### src/design/mmi_pkg.sv
// Shared types and constants for the integer matrix multiplier.
package mmi_pkg;

    localparam int MAX_DIM_DEFAULT = 8;
    localparam int DIM_W = 4;
    localparam int IDX_W = 3;
    localparam int VAL_W = 32;

    typedef enum logic [1:0] {
        CMD_LOAD_A = 2'd0,
        CMD_LOAD_B = 2'd1,
        CMD_START  = 2'd2,
        CMD_NONE   = 2'd3
    } cmd_t;

    localparam logic [1:0] REG_ROWS_A    = 2'd0;
    localparam logic [1:0] REG_INNER_LEN = 2'd1;
    localparam logic [1:0] REG_COLS_B    = 2'd2;

    // Control handed from the sequencer into the head of the MAC chain.
    typedef struct packed {
        logic             valid;
        logic             first;
        logic             final_k;
        logic [IDX_W-1:0] row;
        logic [IDX_W-1:0] col;
        logic             last;
    } mac_ctl_t;

endpackage

### src/design/mmi_mac_cell.sv
// One stage of the multiply-accumulate chain: register, multiply, or accumulate.
module mmi_mac_cell #(
    parameter int MODE = 0
) (
    input  logic                            clk,
    input  logic                            rst_n,
    input  mmi_pkg::mac_ctl_t               ctl_in,
    input  logic [mmi_pkg::VAL_W-1:0]       x_in,
    input  logic [mmi_pkg::VAL_W-1:0]       y_in,
    output mmi_pkg::mac_ctl_t               ctl_out,
    output logic [mmi_pkg::VAL_W-1:0]       x_out,
    output logic [mmi_pkg::VAL_W-1:0]       y_out
);

    mmi_pkg::mac_ctl_t            ctl_reg;
    logic [mmi_pkg::VAL_W-1:0]    x_reg;
    logic [mmi_pkg::VAL_W-1:0]    y_reg;
    logic [mmi_pkg::VAL_W-1:0]    x_next;
    logic [mmi_pkg::VAL_W-1:0]    y_next;
    logic [2*mmi_pkg::VAL_W-1:0]  prod;

    // MODE 0 holds operands, 1 multiplies, 2 accumulates product in y
    assign prod = 64'(x_in) * 64'(y_in);

    always_comb
    begin
        x_next = x_in;
        y_next = y_in;
        if (MODE == 1)
        begin
            x_next = prod[mmi_pkg::VAL_W-1:0];
        end
        else if (MODE == 2)
        begin
            if (ctl_in.valid)
                y_next = ctl_in.first ? x_in : (y_reg + x_in);
            else
                y_next = y_reg;
        end
    end

    always_ff @(posedge clk or negedge rst_n)
    begin
        if (!rst_n)
            ctl_reg <= '0;
        else
            ctl_reg <= ctl_in;
    end

    always_ff @(posedge clk)
    begin
        x_reg <= x_next;
        y_reg <= y_next;
    end

    assign ctl_out = ctl_reg;
    assign x_out   = x_reg;
    assign y_out   = y_reg;

endmodule

### config.mk
export PLATFORM = sky130hd
export DESIGN_NAME = mmi_mac_cell
export DESIGN_NICKNAME = d
export VERILOG_FILES = /design/src/design/mmi_pkg.sv /design/src/design/mmi_mac_cell.sv
export SDC_FILE = /design/constraint.sdc
export NUM_CORES = 1
export LEC_CHECK = 0
export BUFFER_PORTS_ARGS = -buffer_cell sky130_fd_sc_hd__buf_2
export CAP_MARGIN = 0
export CORE_ASPECT_RATIO = 2
export CORE_MARGIN = 5
export CORE_UTILIZATION = 34
export DETAILED_ROUTE_END_ITERATION = 16
export GPL_ROUTABILITY_DRIVEN = 0
export GPL_TIMING_DRIVEN = 0
export PLACE_DENSITY = 0.76
export SYNTH_ARGS = -nofsm -noshare
export SYNTH_HDL_FRONTEND = slang
export SYNTH_SLANG_ARGS = --single-unit
### constraint.sdc
create_clock -name clk -period 0.8 [get_ports clk]
set_clock_uncertainty 0.05 [all_clocks]
set_input_delay 0.2 -clock clk [delete_from_list [all_inputs] [get_ports clk]]
set_output_delay 0.2 -clock clk [all_outputs]
set_load 0.02 [all_outputs]
==> flow_summary.yaml <==
outcome:
  status: "finished with violations"
  failed_checks: "setup timing"
grt:
  grt_max_degree: 13
  first_global_vias: 1922
  overflow: 0
  track_usage: 0.231
  antenna_found_initial: 0
  grt_pass1_wl_mm: 10.1
clocking:
  tritoncts: "done"
  cts_max_path_buffers: 2
  cts-buffers-inserted: 9
  clk_pin_slew_worst_paths_ns: 0.07
  post_cts_buffers: 0
  cts-htree-levels: 3
  clock_sinks: 74
  cts-root-buf: "clkbuf_8"
hold_path:
  hp-class: "in -> async"
worst_setup_path:
  slowest_stage: "dfrtp_1"
  path_buf_inv: 1
  worst_setup_path_end_kind: "primary output"
  cp_max_fo: 1
  critPathTopFamily: "flip-flops"
  cp.arrival_ns: 0.86
  worstPathCellList: "buf_6"
  max_stage_delay_ns: 0.40
  worstSetupStartpointType: "register"
  worstPathRequired_ns: 0.55
  path_class: "reg -> out"
synth:
  yosysSeqAreaShare: 1.00
  synth.ff_latch_count: 74
  syn_area_mm2: 0.00153
  synthCells: 74
  yosys.cell_types.count: 2
  synth.avg_cell_area_um2: 20.7
  synth_nets: 150
  synthTopCellsByArea: "dfxtp_1 84%, dfrtp_1 16%"
  yosys_warnings: 0
  synth_top_area_frac: 0.837
  synth.largest_area_cell: "dfxtp_1"
timing:
  timing.final.crit_share: 1.39
  setup_slack_ns: -0.308
  setup_viol: 74
  maxSlewHeadroom: 0.860
  hold_viol_final: 0
  max_clock_freq_ghz: 0.902
  drv_slew: 0
  period_needed_ns: 1.11
  setup_tns_ns: -16.90
  worstMarginPinSlew_ns: 0.211
  rsz0062_at_grt: "yes"
placement:
  placed_cell_area_mm2: 0.00234
  io_buffer_count: 149
  pre_cts_ws_ns: 0.0557
  dp_hpwl_mm: 3.36
finish:
  drive_gt1_frac: 0.726
  final_cell_area_mm2: 0.00384
  num-nets-final: 385
  multi_input_gates: 0
  mostFrequentLayoutCells: "75 x dlygate4sd3_1, 75 x buf_2, 74 x buf_6"
  area_growth_pct: 151
  num_antenna_cells: 0
  multi_input_area_um2: 0
job:
  max_cap_viol_count: 0
detailed_routing:
  vias: 1516
  ant_nets: 0
  routed_wl_mm: 6.65
  via_per_inst: 4.12
  wl_per_cell_um: 18.1
  drc: 0
  dr.pass1.iters: 4
  drtIter0Drc: 39
power_and_ir_drop:
  ir_worst_vdd_mv: 1.98
  power.leakage_uw: 0.00182
  power.density_mw_per_mm2: 2110
floorplan:
  die_h_um: 105
  core_region_area_mm2: 0.00438
  start_util: 0.350
  die_w_um: 57.5
  boundaryPins: 150
  rows: 34
  die_area_mm2: 0.00603
-- sequential cells by signal, summed over array words and instances, names as in the netlist --
name,flops
x_out,32
y_out,32
ctl_out,10
-- synth_stat cells --
library cell and number:
dfrtp_1 10, dfxtp_1 64
-- routing by layer --
metal | part of all wire | track usage | wire length, um
met5 | 0 | 0 | 0
met3 | 0.082 | 0.0926 | 546
met2 | 0.60 | 0.435 | 3990
met1 | 0.27 | 0.187 | 1820
met4 | 0.043 | 0.134 | 289
-- report_power, final --
part | leakage (uW) | internal (uW) | switching, uW
Sequential | 0.000657 | 3920 | 104
Combinational | 0.00106 | 722 | 470
Clock | 0.000103 | 1610 | 1260
-- path summary, 6_finish.rpt --
kind                            start         end  cells past startpoint
max                        ctl_out[6]  ctl_out[6]                      1
min                             rst_n  ctl_out[0]                      2
max in group asynchronous       rst_n  ctl_out[5]                      2
min in group clk             x_in[11]   x_out[11]                      2
-- per-stage QoR --
step	util	power, uW	instances	hold slack (ns)
final	0.877	8090	368	0.220
after global routing	0.877	8390	368	0.242
after CTS	0.877	8100	368	0.180
after detailed placement	0.535	4660	277	0.0110
after global placement	0.535	4640	277	0.00547
after floorplan	-	4280	74	-0.146
-- cells by family (layout without fill, tap and decap cells) --
kind of cell	after synthesis	in the layout	share of synthesized area
buffers and inverters	0	240	0
flip-flops	74	74	1.00
-- area by class of cell --
| type | count | area, um^2 |
|---|---|---|
| Timing Repair Buffer | 224 | 1960 |
| Fill cell | 202 | 539 |
| Clock inverter | 4 | 48.8 |
| Tap cell | 54 | 67.6 |
| Sequential cell | 74 | 1610 |
| Clock buffer | 12 | 155 |
-- what timing repair did --
action	in CTS	in global routing
gates resized for setup	212	0
hold endpoints to repair	84	0
hold buffers	75	0
setup endpoints to repair	74	74
No activity file was read; power rests on OpenSTA's default activity.
